[config.mk]
export PLATFORM = sky130hd
export DESIGN_NAME = dns_message_field_parser
export DESIGN_NICKNAME = d
export VERILOG_FILES = /design/src/sv/dmfp_pkg.sv /design/src/sv/dmfp_front.sv /design/src/sv/dmfp_queue.sv /design/src/sv/dmfp_back.sv /design/src/sv/dns_message_field_parser.sv
export SDC_FILE = /design/constraint.sdc
export NUM_CORES = 1
export LEC_CHECK = 0
export BUFFER_PORTS_ARGS = -buffer_cell sky130_fd_sc_hd__buf_4
export CAP_MARGIN = 5
export CORE_ASPECT_RATIO = 0.9
export CORE_MARGIN = 3
export CORE_UTILIZATION = 45
export CTS_CLUSTER_SIZE = 16
export DETAILED_ROUTE_END_ITERATION = 10
export PLACE_DENSITY = 0.62
export SLEW_MARGIN = 25
export SYNTH_ARGS = -nofsm -noshare
export SYNTH_HDL_FRONTEND = slang
export SYNTH_SLANG_ARGS = --single-unit
export TNS_END_PERCENT = 50
[constraint.sdc]
create_clock -name clk -period 4.6 [get_ports clk]
set_input_delay 0.46 -clock clk [delete_from_list [all_inputs] [get_ports clk]]
set_output_delay 0.46 -clock clk [all_outputs]
set_load 0.02 [all_outputs]
[src/sv/dmfp_pkg.sv]
// Shared types, codes and constants of the DNS message field parser.
package dmfp_pkg;

  localparam int MAX_NAME_BYTES_DEF = 255;
  localparam int QUEUE_DEPTH_DEF = 4;

  localparam int CFG_INDEX_W = 2;
  localparam int CFG_DATA_W = 8;

  localparam logic [CFG_INDEX_W-1:0] REG_MAX_NAME_LENGTH = 2'd0;
  localparam logic [CFG_INDEX_W-1:0] REG_ANSWER_ENABLE = 2'd1;

  localparam int HEADER_BYTES = 12;
  localparam int ANS_FIXED = 12;
  localparam int ADDR_BYTES = 16;
  localparam int ANS_TOTAL = ANS_FIXED + ADDR_BYTES;
  localparam int QR_SHIFT = 7;
  localparam int FLAGS_HI_BYTE = 2;
  localparam int ANCOUNT_LO_BYTE = 7;
  localparam int QTYPE_LO_BYTE = 1;
  localparam int QCLASS_LO_BYTE = 3;

  localparam logic [7:0] DOT_CHAR = 8'h2E;

  typedef enum logic [2:0] {
    PH_HEADER,
    PH_LENGTH,
    PH_LABEL,
    PH_QFIXED,
    PH_ANSWER,
    PH_DONE
  } phase_t;

  localparam logic [4:0] KIND_ID        = 5'd0;
  localparam logic [4:0] KIND_NAME_CHAR = 5'd6;
  localparam logic [4:0] KIND_NAME_END  = 5'd7;
  localparam logic [4:0] KIND_QTYPE     = 5'd8;
  localparam logic [4:0] KIND_QCLASS    = 5'd9;
  localparam logic [4:0] KIND_AN_NAME   = 5'd10;
  localparam logic [4:0] KIND_AN_TYPE   = 5'd11;
  localparam logic [4:0] KIND_AN_CLASS  = 5'd12;
  localparam logic [4:0] KIND_AN_TTL    = 5'd13;
  localparam logic [4:0] KIND_AN_RDLEN  = 5'd14;
  localparam logic [4:0] KIND_ADDR      = 5'd15;
  localparam logic [4:0] KIND_ERROR     = 5'd16;
  localparam logic [4:0] KIND_DONE      = 5'd17;

  localparam logic [31:0] ERR_LONG_NAME = 32'd0;
  localparam logic [31:0] ERR_POINTER   = 32'd1;
  localparam logic [31:0] ERR_EARLY_END = 32'd2;

  typedef struct packed {
    logic [4:0]  kind;
    logic [31:0] value;
    logic        is_response;
    logic [2:0]  group_index;
    logic        last;
  } result_t;

  typedef struct packed {
    logic full;
    logic empty;
  } queue_status_t;

endpackage

[src/sv/dmfp_front.sv]
// Front end: configuration registers and the byte-by-byte message parser.
module dmfp_front #(
  parameter int MAX_NAME_BYTES = dmfp_pkg::MAX_NAME_BYTES_DEF
) (
  input  logic                             clk,
  input  logic                             rst,
  input  logic                             cfg_we,
  input  logic [dmfp_pkg::CFG_INDEX_W-1:0] cfg_index,
  input  logic [dmfp_pkg::CFG_DATA_W-1:0]  cfg_data,
  input  logic                             accept,
  input  logic [7:0]                       msg_byte,
  input  logic                             end_of_message,
  output logic                             push,
  output dmfp_pkg::result_t                result
);
  import dmfp_pkg::*;

  localparam logic [7:0] NAME_CAP = 8'(MAX_NAME_BYTES);

  phase_t      phase, phase_next;
  logic [4:0]  byte_in_phase, byte_in_phase_next;
  logic [5:0]  label_remaining, label_remaining_next;
  logic [7:0]  name_count, name_count_next;
  logic        first_label, first_label_next;
  logic [31:0] field_accumulator, field_accumulator_next;
  logic [15:0] answer_count_seen, answer_count_seen_next;
  logic        response_bit, response_bit_next;
  logic        error_hold, error_hold_next;
  logic [7:0]  max_name_length;
  logic        answer_enable;

  logic        have;
  logic [4:0]  r_kind;
  logic [31:0] r_value;
  logic [2:0]  r_group;
  logic        r_resp;
  logic [7:0]  name_limit;
  logic [15:0] acc16;
  logic [31:0] acc32;
  logic [4:0]  bip_inc;
  logic [4:0]  addr_off;
  logic [5:0]  label_dec;

  assign name_limit = (max_name_length < NAME_CAP) ? max_name_length : NAME_CAP;
  assign acc16      = {field_accumulator[7:0], msg_byte};
  assign acc32      = {field_accumulator[23:0], msg_byte};
  assign bip_inc    = byte_in_phase + 5'd1;
  assign addr_off   = byte_in_phase - 5'(ANS_FIXED);
  assign label_dec  = label_remaining - 6'd1;

  always_ff @(posedge clk) begin
    if (rst) begin
      max_name_length <= 8'd255;
      answer_enable   <= 1'b1;
    end else if (cfg_we) begin
      if (cfg_index == REG_MAX_NAME_LENGTH) begin
        max_name_length <= cfg_data[7:0];
      end else if (cfg_index == REG_ANSWER_ENABLE) begin
        answer_enable <= cfg_data[0];
      end
    end
  end

  always_ff @(posedge clk) begin
    if (rst) begin
      phase             <= PH_HEADER;
      byte_in_phase     <= '0;
      label_remaining   <= '0;
      name_count        <= '0;
      first_label       <= 1'b1;
      field_accumulator <= '0;
      answer_count_seen <= '0;
      response_bit      <= 1'b0;
      error_hold        <= 1'b0;
    end else if (accept) begin
      phase             <= phase_next;
      byte_in_phase     <= byte_in_phase_next;
      label_remaining   <= label_remaining_next;
      name_count        <= name_count_next;
      first_label       <= first_label_next;
      field_accumulator <= field_accumulator_next;
      answer_count_seen <= answer_count_seen_next;
      response_bit      <= response_bit_next;
      error_hold        <= error_hold_next;
    end
  end

  always_comb begin
    phase_next             = phase;
    byte_in_phase_next     = byte_in_phase;
    label_remaining_next   = label_remaining;
    name_count_next        = name_count;
    first_label_next       = first_label;
    field_accumulator_next = field_accumulator;
    answer_count_seen_next = answer_count_seen;
    response_bit_next      = response_bit;
    error_hold_next        = error_hold;
    have                   = 1'b0;
    r_kind                 = KIND_ID;
    r_value                = '0;
    r_group                = '0;

    if (error_hold || phase == PH_DONE) begin
      if (end_of_message) begin
        have   = 1'b1;
        r_kind = KIND_DONE;
      end
    end else begin
      unique case (phase)
        PH_HEADER: begin
          field_accumulator_next = {16'd0, acc16};
          if (byte_in_phase == 5'(FLAGS_HI_BYTE)) begin
            response_bit_next = msg_byte[QR_SHIFT];
          end
          byte_in_phase_next = bip_inc;
          if (bip_inc >= 5'(HEADER_BYTES)) begin
            phase_next         = PH_LENGTH;
            byte_in_phase_next = '0;
            first_label_next   = 1'b1;
            name_count_next    = '0;
          end
          if (byte_in_phase[0]) begin
            have    = 1'b1;
            r_kind  = {1'b0, byte_in_phase[4:1]};
            r_value = {16'd0, acc16};
            if (byte_in_phase == 5'(ANCOUNT_LO_BYTE)) begin
              answer_count_seen_next = acc16;
            end
            field_accumulator_next = '0;
          end
        end
        PH_LENGTH: begin
          if (msg_byte == 8'd0) begin
            have                   = 1'b1;
            r_kind                 = KIND_NAME_END;
            r_value                = {24'd0, name_count};
            phase_next             = PH_QFIXED;
            byte_in_phase_next     = '0;
            field_accumulator_next = '0;
          end else if (msg_byte[7:6] != 2'b00) begin
            error_hold_next = 1'b1;
            have            = 1'b1;
            r_kind          = KIND_ERROR;
            r_value         = ERR_POINTER;
          end else begin
            label_remaining_next = msg_byte[5:0];
            phase_next           = PH_LABEL;
            if (!first_label) begin
              have = 1'b1;
              if (name_count >= name_limit) begin
                error_hold_next = 1'b1;
                r_kind          = KIND_ERROR;
                r_value         = ERR_LONG_NAME;
              end else begin
                name_count_next = name_count + 8'd1;
                r_kind          = KIND_NAME_CHAR;
                r_value         = {24'd0, DOT_CHAR};
              end
            end else begin
              first_label_next = 1'b0;
            end
          end
        end
        PH_LABEL: begin
          have = 1'b1;
          if (name_count >= name_limit) begin
            error_hold_next = 1'b1;
            r_kind          = KIND_ERROR;
            r_value         = ERR_LONG_NAME;
          end else begin
            name_count_next      = name_count + 8'd1;
            label_remaining_next = label_dec;
            if (label_dec == 6'd0) begin
              phase_next = PH_LENGTH;
            end
            r_kind  = KIND_NAME_CHAR;
            r_value = {24'd0, msg_byte};
          end
        end
        PH_QFIXED: begin
          field_accumulator_next = {16'd0, acc16};
          byte_in_phase_next     = bip_inc;
          if (byte_in_phase[0]) begin
            have    = 1'b1;
            r_kind  = (byte_in_phase == 5'(QTYPE_LO_BYTE)) ? KIND_QTYPE : KIND_QCLASS;
            r_value = {16'd0, acc16};
            field_accumulator_next = '0;
            if (byte_in_phase >= 5'(QCLASS_LO_BYTE)) begin
              phase_next = (answer_enable && answer_count_seen != 16'd0) ? PH_ANSWER
                                                                         : PH_DONE;
              byte_in_phase_next = '0;
            end
          end
        end
        PH_ANSWER: begin
          field_accumulator_next = acc32;
          byte_in_phase_next     = bip_inc;
          if (bip_inc >= 5'(ANS_TOTAL)) begin
            phase_next = PH_DONE;
          end
          if (byte_in_phase >= 5'(ANS_FIXED)) begin
            if (byte_in_phase[0]) begin
              have    = 1'b1;
              r_kind  = KIND_ADDR;
              r_group = addr_off[3:1];
            end
          end else begin
            unique case (byte_in_phase)
              5'd1: begin
                have   = 1'b1;
                r_kind = KIND_AN_NAME;
              end
              5'd3: begin
                have   = 1'b1;
                r_kind = KIND_AN_TYPE;
              end
              5'd5: begin
                have   = 1'b1;
                r_kind = KIND_AN_CLASS;
              end
              5'd9: begin
                have   = 1'b1;
                r_kind = KIND_AN_TTL;
              end
              5'd11: begin
                have   = 1'b1;
                r_kind = KIND_AN_RDLEN;
              end
              default: begin
                have = 1'b0;
              end
            endcase
          end
          if (have) begin
            r_value                = acc32;
            field_accumulator_next = '0;
          end
        end
        PH_DONE: begin
          have = 1'b0;
        end
      endcase

      if (end_of_message) begin
        priority if (error_hold_next) begin
          have = 1'b1;
        end else if (phase_next != PH_DONE) begin
          have    = 1'b1;
          r_kind  = KIND_ERROR;
          r_value = ERR_EARLY_END;
          r_group = '0;
        end else if (!have) begin
          have    = 1'b1;
          r_kind  = KIND_DONE;
          r_value = '0;
          r_group = '0;
        end else begin
          have = 1'b1;
        end
      end
    end

    r_resp = response_bit_next;

    // return to the header after the final byte
    if (end_of_message) begin
      phase_next             = PH_HEADER;
      byte_in_phase_next     = '0;
      label_remaining_next   = '0;
      name_count_next        = '0;
      first_label_next       = 1'b1;
      field_accumulator_next = '0;
      answer_count_seen_next = '0;
      response_bit_next      = 1'b0;
      error_hold_next        = 1'b0;
    end
  end

  assign push               = accept && have;
  assign result.kind        = r_kind;
  assign result.value       = r_value;
  assign result.is_response = r_resp;
  assign result.group_index = r_group;
  assign result.last        = end_of_message;

endmodule

[src/sv/dmfp_queue.sv]
// Result queue between the parser and the output stage.
module dmfp_queue #(
  parameter int QUEUE_DEPTH = dmfp_pkg::QUEUE_DEPTH_DEF
) (
  input  logic                    clk,
  input  logic                    rst,
  input  logic                    push,
  input  dmfp_pkg::result_t       push_data,
  input  logic                    pop,
  output dmfp_pkg::result_t       head,
  output dmfp_pkg::queue_status_t status
);
  import dmfp_pkg::*;

  localparam int PTR_W = (QUEUE_DEPTH > 1) ? $clog2(QUEUE_DEPTH) : 1;
  localparam int CNT_W = $clog2(QUEUE_DEPTH + 1);
  localparam logic [PTR_W-1:0] LAST_SLOT = PTR_W'(QUEUE_DEPTH - 1);
  localparam logic [CNT_W-1:0] FULL_COUNT = CNT_W'(QUEUE_DEPTH);

  result_t          slots [QUEUE_DEPTH];
  logic [PTR_W-1:0] wr_ptr, rd_ptr;
  logic [CNT_W-1:0] count, count_next;

  always_ff @(posedge clk) begin
    if (push) begin
      slots[wr_ptr] <= push_data;
    end
  end

  always_comb begin
    count_next = count;
    unique case ({push, pop})
      2'b10:   count_next = count + CNT_W'(1);
      2'b01:   count_next = count - CNT_W'(1);
      default: count_next = count;
    endcase
  end

  always_ff @(posedge clk) begin
    if (rst) begin
      wr_ptr <= '0;
      rd_ptr <= '0;
      count  <= '0;
    end else begin
      if (push) begin
        wr_ptr <= (wr_ptr == LAST_SLOT) ? '0 : wr_ptr + PTR_W'(1);
      end
      if (pop) begin
        rd_ptr <= (rd_ptr == LAST_SLOT) ? '0 : rd_ptr + PTR_W'(1);
      end
      count <= count_next;
    end
  end

  assign head         = slots[rd_ptr];
  assign status.full  = (count == FULL_COUNT);
  assign status.empty = (count == '0);

endmodule

[src/sv/dmfp_back.sv]
// Back end: output register that drains the result queue.
module dmfp_back (
  input  logic                    clk,
  input  logic                    rst,
  input  dmfp_pkg::result_t       head,
  input  dmfp_pkg::queue_status_t status,
  output logic                    pop,
  input  logic                    out_stall,
  output logic                    out_valid,
  output dmfp_pkg::result_t       out_data
);
  import dmfp_pkg::*;

  logic out_valid_next;

  assign pop = !status.empty && (!out_valid || !out_stall);

  always_comb begin
    priority if (pop) begin
      out_valid_next = 1'b1;
    end else if (!out_stall) begin
      out_valid_next = 1'b0;
    end else begin
      out_valid_next = out_valid;
    end
  end

  always_ff @(posedge clk) begin
    if (rst) begin
      out_valid <= 1'b0;
    end else begin
      out_valid <= out_valid_next;
    end
  end

  always_ff @(posedge clk) begin
    if (pop) begin
      out_data <= head;
    end
  end

endmodule

[src/sv/dns_message_field_parser.sv]
// Top level of the DNS message field parser: parser, result queue, output stage.
//
//   channel  direction  handshake                 payload
//   in       input      in_valid / in_stall       msg_byte, end_of_message
//   out      output     out_valid / out_stall     kind, value, is_response,
//                                                 group_index, last
//   cfg      input      cfg_we                    cfg_index, cfg_data
//
// One byte is taken per cycle while in_stall is low; the parser state updates in the cycle of the transfer.
// A result is written into a queue slot when its byte is transferred and then moves on into the output register.
// in_stall rises only when the result queue is full; out_stall backs up the queue.
// Synchronous reset returns the parser to the header and empties the queue.
module dns_message_field_parser #(
  parameter int MAX_NAME_BYTES = dmfp_pkg::MAX_NAME_BYTES_DEF,
  parameter int QUEUE_DEPTH = dmfp_pkg::QUEUE_DEPTH_DEF
) (
  input  logic                             clk,
  input  logic                             rst,
  input  logic                             cfg_we,
  input  logic [dmfp_pkg::CFG_INDEX_W-1:0] cfg_index,
  input  logic [dmfp_pkg::CFG_DATA_W-1:0]  cfg_data,
  input  logic                             in_valid,
  output logic                             in_stall,
  input  logic [7:0]                       msg_byte,
  input  logic                             end_of_message,
  output logic                             out_valid,
  input  logic                             out_stall,
  output logic [4:0]                       kind,
  output logic [31:0]                      value,
  output logic                             is_response,
  output logic [2:0]                       group_index,
  output logic                             last
);
  import dmfp_pkg::*;

  logic          accept;
  logic          push;
  logic          pop;
  result_t       front_result;
  result_t       head;
  result_t       out_data;
  queue_status_t q_status;

  assign in_stall = q_status.full;
  assign accept   = in_valid && !in_stall;

  dmfp_front #(
    .MAX_NAME_BYTES(MAX_NAME_BYTES)
  ) u_front (
    .clk           (clk),
    .rst           (rst),
    .cfg_we        (cfg_we),
    .cfg_index     (cfg_index),
    .cfg_data      (cfg_data),
    .accept        (accept),
    .msg_byte      (msg_byte),
    .end_of_message(end_of_message),
    .push          (push),
    .result        (front_result)
  );

  dmfp_queue #(
    .QUEUE_DEPTH(QUEUE_DEPTH)
  ) u_queue (
    .clk      (clk),
    .rst      (rst),
    .push     (push),
    .push_data(front_result),
    .pop      (pop),
    .head     (head),
    .status   (q_status)
  );

  dmfp_back u_back (
    .clk      (clk),
    .rst      (rst),
    .head     (head),
    .status   (q_status),
    .pop      (pop),
    .out_stall(out_stall),
    .out_valid(out_valid),
    .out_data (out_data)
  );

  assign kind        = out_data.kind;
  assign value       = out_data.value;
  assign is_response = out_data.is_response;
  assign group_index = out_data.group_index;
  assign last        = out_data.last;

`ifndef SYNTHESIS
  a_last_kind: assert property (@(posedge clk) disable iff (rst)
    out_valid && last |-> kind == KIND_DONE || kind == KIND_ERROR ||
                          kind == KIND_QCLASS || kind == KIND_ADDR)
    else $error("last on a result that cannot end a message");

  a_group_zero: assert property (@(posedge clk) disable iff (rst)
    out_valid && kind != KIND_ADDR |-> group_index == 3'd0)
    else $error("group index set outside address groups");

  a_drain_empty: assert property (@(posedge clk) disable iff (rst)
    out_valid && !out_stall && q_status.empty |=> !out_valid)
    else $error("output valid without a queued result");

  a_reset_idle: assert property (@(posedge clk)
    rst |=> !out_valid && !q_status.full)
    else $error("output or queue not cleared by reset");
`endif

endmodule
==> impl_metrics.tcl <==
set metrics [dict create \
    grt_usage 0.1799 \
    intPower_mw 5.384 \
    dieHeight_um 162.5 \
    yosysSeqAreaShare 0.6486 \
    cts_buffers 30 \
    async_reset_ff_frac 0 \
    synth_edf_count 210 \
    wirelength_um 26070 \
    syn_area_mm2 0.01225 \
    tns_ns 0 \
    fmax_mhz 277.7 \
    grt_pass1_vias 7460 \
    ys_top_cells_by_area "edfxtp_1, dfxtp_1, mux4_2" \
    multi_input_area_mm2 0.004033 \
    critPathRequiredTime_ns 5.09 \
    r2r_cells 14 \
    clockBufferDepth 3 \
    grtUsageMet1 0.2687 \
    die_area_mm2 0.02925 \
    wl_per_cell_um 19.89 \
    drtAntennaViolNets 0 \
    yosys.area.top_type "edfxtp_1" \
    syn_nets 922 \
    core-area_mm2 0.02642 \
    clkTransAtPathRegs_ns 0.06 \
    fin_crit_sh 0.7829 \
    rsz0062_at_grt "false" \
    finalPower_mw 7.464 \
    drtIter0Drc 509 \
    critPathMaxStageDelay_ns 0.49 \
    worst_path_max_delay_cell "dfxtp_1" \
    pwr-share-seq 0.461 \
    slew_violations 0 \
    slew_headroom 0.3167 \
    path_class "reg2reg" \
    htree_levels 1 \
    synth_ff_type "edfxtp_1" \
    num_vias 7455 \
    ioPinCount 68 \
    clkPwrFrac 0.327 \
    ctsHoldBuffers 0 \
    rows 56 \
    post-place-ws_ns 1.032 \
    seqCellArea_mm2 0.007950 \
    crit_path_max_fanout 10 \
    busiest_layer "met2" \
    leakagePower_nw 4.904 \
    cp.arrival_ns 4.09 \
    gp_congestion 0.8551 \
    cp-start-kind "flip-flop" \
    whs_ns 0.1273 \
    grt_max_degree 46 \
    worst_pin_slew_ns 1.018 \
    grt_use_met2 0.2780 \
    drc 0 \
    nets 989 \
    worst-path-buf-inv 3 \
    status "finished clean" \
    fp.dieW_um 179.9 \
    syn_to_final_growth_pct 15.34 \
    final_cells 1311 \
    final_hold_viol_count 0 \
    p_sw_frac 0.2787 \
    syn_avg_cell_area_um2 14.05 \
    cts_setup_buffers 0 \
    n_antenna_cell 0 \
    yosys.area.top_type_share 0.5147 \
    io_buffers 67 \
    via_per_inst 5.686 \
    crit_cells 14 \
    skew_ns 0.01111 \
    drt-pass1-iter-count 5 \
    critical_path.most_common_cell "inv_1" \
    cts_root_buffer "clkbuf_16" \
    yosys_register_bits 292 \
    drv_cap 0 \
    syn_inst 872 \
    vdd_drop_max_mv 0.3027 \
    power.switching_mw 2.080 \
    place_hpwl_um 17250 \
    setup_viol 0 \
    antenna_found_initial 0 \
    synth_cell_types 79 \
    clk_latency_ns 0.56 \
    post_cts_resized 0 \
    grt_pass1_wl_um 42120 \
    hold_path_depth 3 \
    worstHoldPathType "in2reg" \
    fill_cells 2184 \
    dp_cells 1255 \
    pwr-share-comb 0.213 \
    end_kind "flip-flop" \
    worstPathCellList "inv_1 > ha_1 > a221oi_4 > nand3_1 > o2111ai_1 > o21ai_1 > o21a_1 > inv_1 > ha_1 > inv_1 > fa_1 > xor2_1 > or3_1 > a21oi_1" \
    critical-path-top-delay-family "compound AO/OA/AOI/OAI gates" \
    initial_utilization 0.4639 \
    powerDensity_mw_per_mm2 528.1 \
    post-route-min-period_ns 3.601 \
    cts.sinks 292 \
    drive_gt1_frac 0.2087 \
    setup_ws_ns 0.9985 \
    ys_warn_count 0 \
    gr-total-overflow 0 \
    cts_tree "yes" \
    use_met3 0.02836 \
]
layout by cell type (no fill, tap or decap), drive strengths merged, types with 25 or more instances in the layout:
cell | synthesis | routed
a21oi | 50 | 50
buf | 18 | 79
clkbuf | 26 | 34
dfxtp | 82 | 82
edfxtp | 210 | 210
ha | 25 | 25
inv | 25 | 25
mux4 | 42 | 42
nand2 | 49 | 49
nor2 | 74 | 74
o21ai | 33 | 33
cells by family after synthesis:
| logic type | count (synthesis) | share of synthesized area |
|---|---|---|
| AND/OR/NAND/NOR | 237 | 0.09987 |
| flip-flops | 292 | 0.6486 |
| adder cells (fa/ha/maj) | 26 | 0.02716 |
| XOR/XNOR | 10 | 0.007148 |
| multiplexers | 49 | 0.08302 |
| buffers and inverters | 69 | 0.02389 |
| AO/OA/AOI/OAI | 189 | 0.1103 |
final timing paths:
check,from,slack (ns),endpoint
max,u_front.byte_in_phase[1],1.0,u_queue.count[2]
min,cfg_data[3],0.13,u_front.max_name_length[3]
max reg2reg,u_front.byte_in_phase[1],1.0,u_queue.count[2]
min reg2reg,u_front.field_accumulator[17],0.47,u_front.field_accumulator[17]
synthesized netlist by cell type (4+ instances only):
master and number:
mux2i_1 6, or3_1 4, a21oi_1 47, xnor2_1 7, edfxtp_1 210, inv_1 25
a31oi_1 5, a22o_1 24, o21ai_0 25, nor4_1 5, o22ai_1 7, a22oi_1 20
and2_1 23, nor2_1 72, buf_2 12, ha_1 25, clkbuf_1 26, o21a_1 5
nand3_1 12, nand4_1 4, o211ai_1 8, mux4_2 42, dfxtp_1 82, nor3_1 13
nand2_1 48, a211oi_1 6, nand2b_1 10, o21ai_1 6, nor2b_1 5, nor3b_1 15
area by class of cell:
class / count / area share
clock buffers: 34 / 0.05489
clock inverters: 22 / 0.01691
inverters: 25 / 0.006640
multi-input cells: 511 / 0.2853
flip-flops and latches: 292 / 0.5625
well taps: 348 / 0.03081
repair buffers: 79 / 0.04285
through the flow:
stage	instance area [um2]	util
after CTS	14130	0.5350
final	14130	0.5350
after global placement	13110	0.4964
after global routing	14130	0.5350
after detailed placement	13120	0.4966
after floorplan	12250	-
power by group through the flow:
| stage | Combinational [mW] | Sequential [mW] | Clock [mW] |
|---|---|---|---|
| floorplan | 0.832 | 3.68 | 0 |
| global placement | 1.61 | 3.49 | 0 |
| detailed placement | 1.62 | 3.50 | 0 |
| CTS | 1.62 | 3.45 | 2.50 |
| global route | 1.71 | 3.49 | 2.61 |
| finish | 1.59 | 3.44 | 2.44 |
flip-flops by register name, indices dropped and copies added, names as in the netlist, 2 cells and up:
register                   cells
u_front.name_count             8
u_front.max_name_length        8
u_queue.count                  3
u_front.byte_in_phase          5
u_front.field_accumulator     24
u_front.phase                  3
u_queue.slots                168
u_front.label_remaining        6
u_queue.wr_ptr                 2
u_back.out_data               42
u_front.answer_count_seen     16
u_queue.rd_ptr                 2
tightest hold or removal path: stages:
cell	delay, ns
buf_4	0.07
nand2_1	0.04
o211ai_1	0.07
per-layer routing:
metal / wire length [um] / part of all wire / vias up
li1: - / - / 3487
met2: 11730 / 0.45 / 237
met4: 615 / 0.024 / 0
met1: 12260 / 0.47 / 3681
met3: 1474 / 0.057 / 50
met5: 0 / 0 / -
Power figures use the tool's default switching activity.
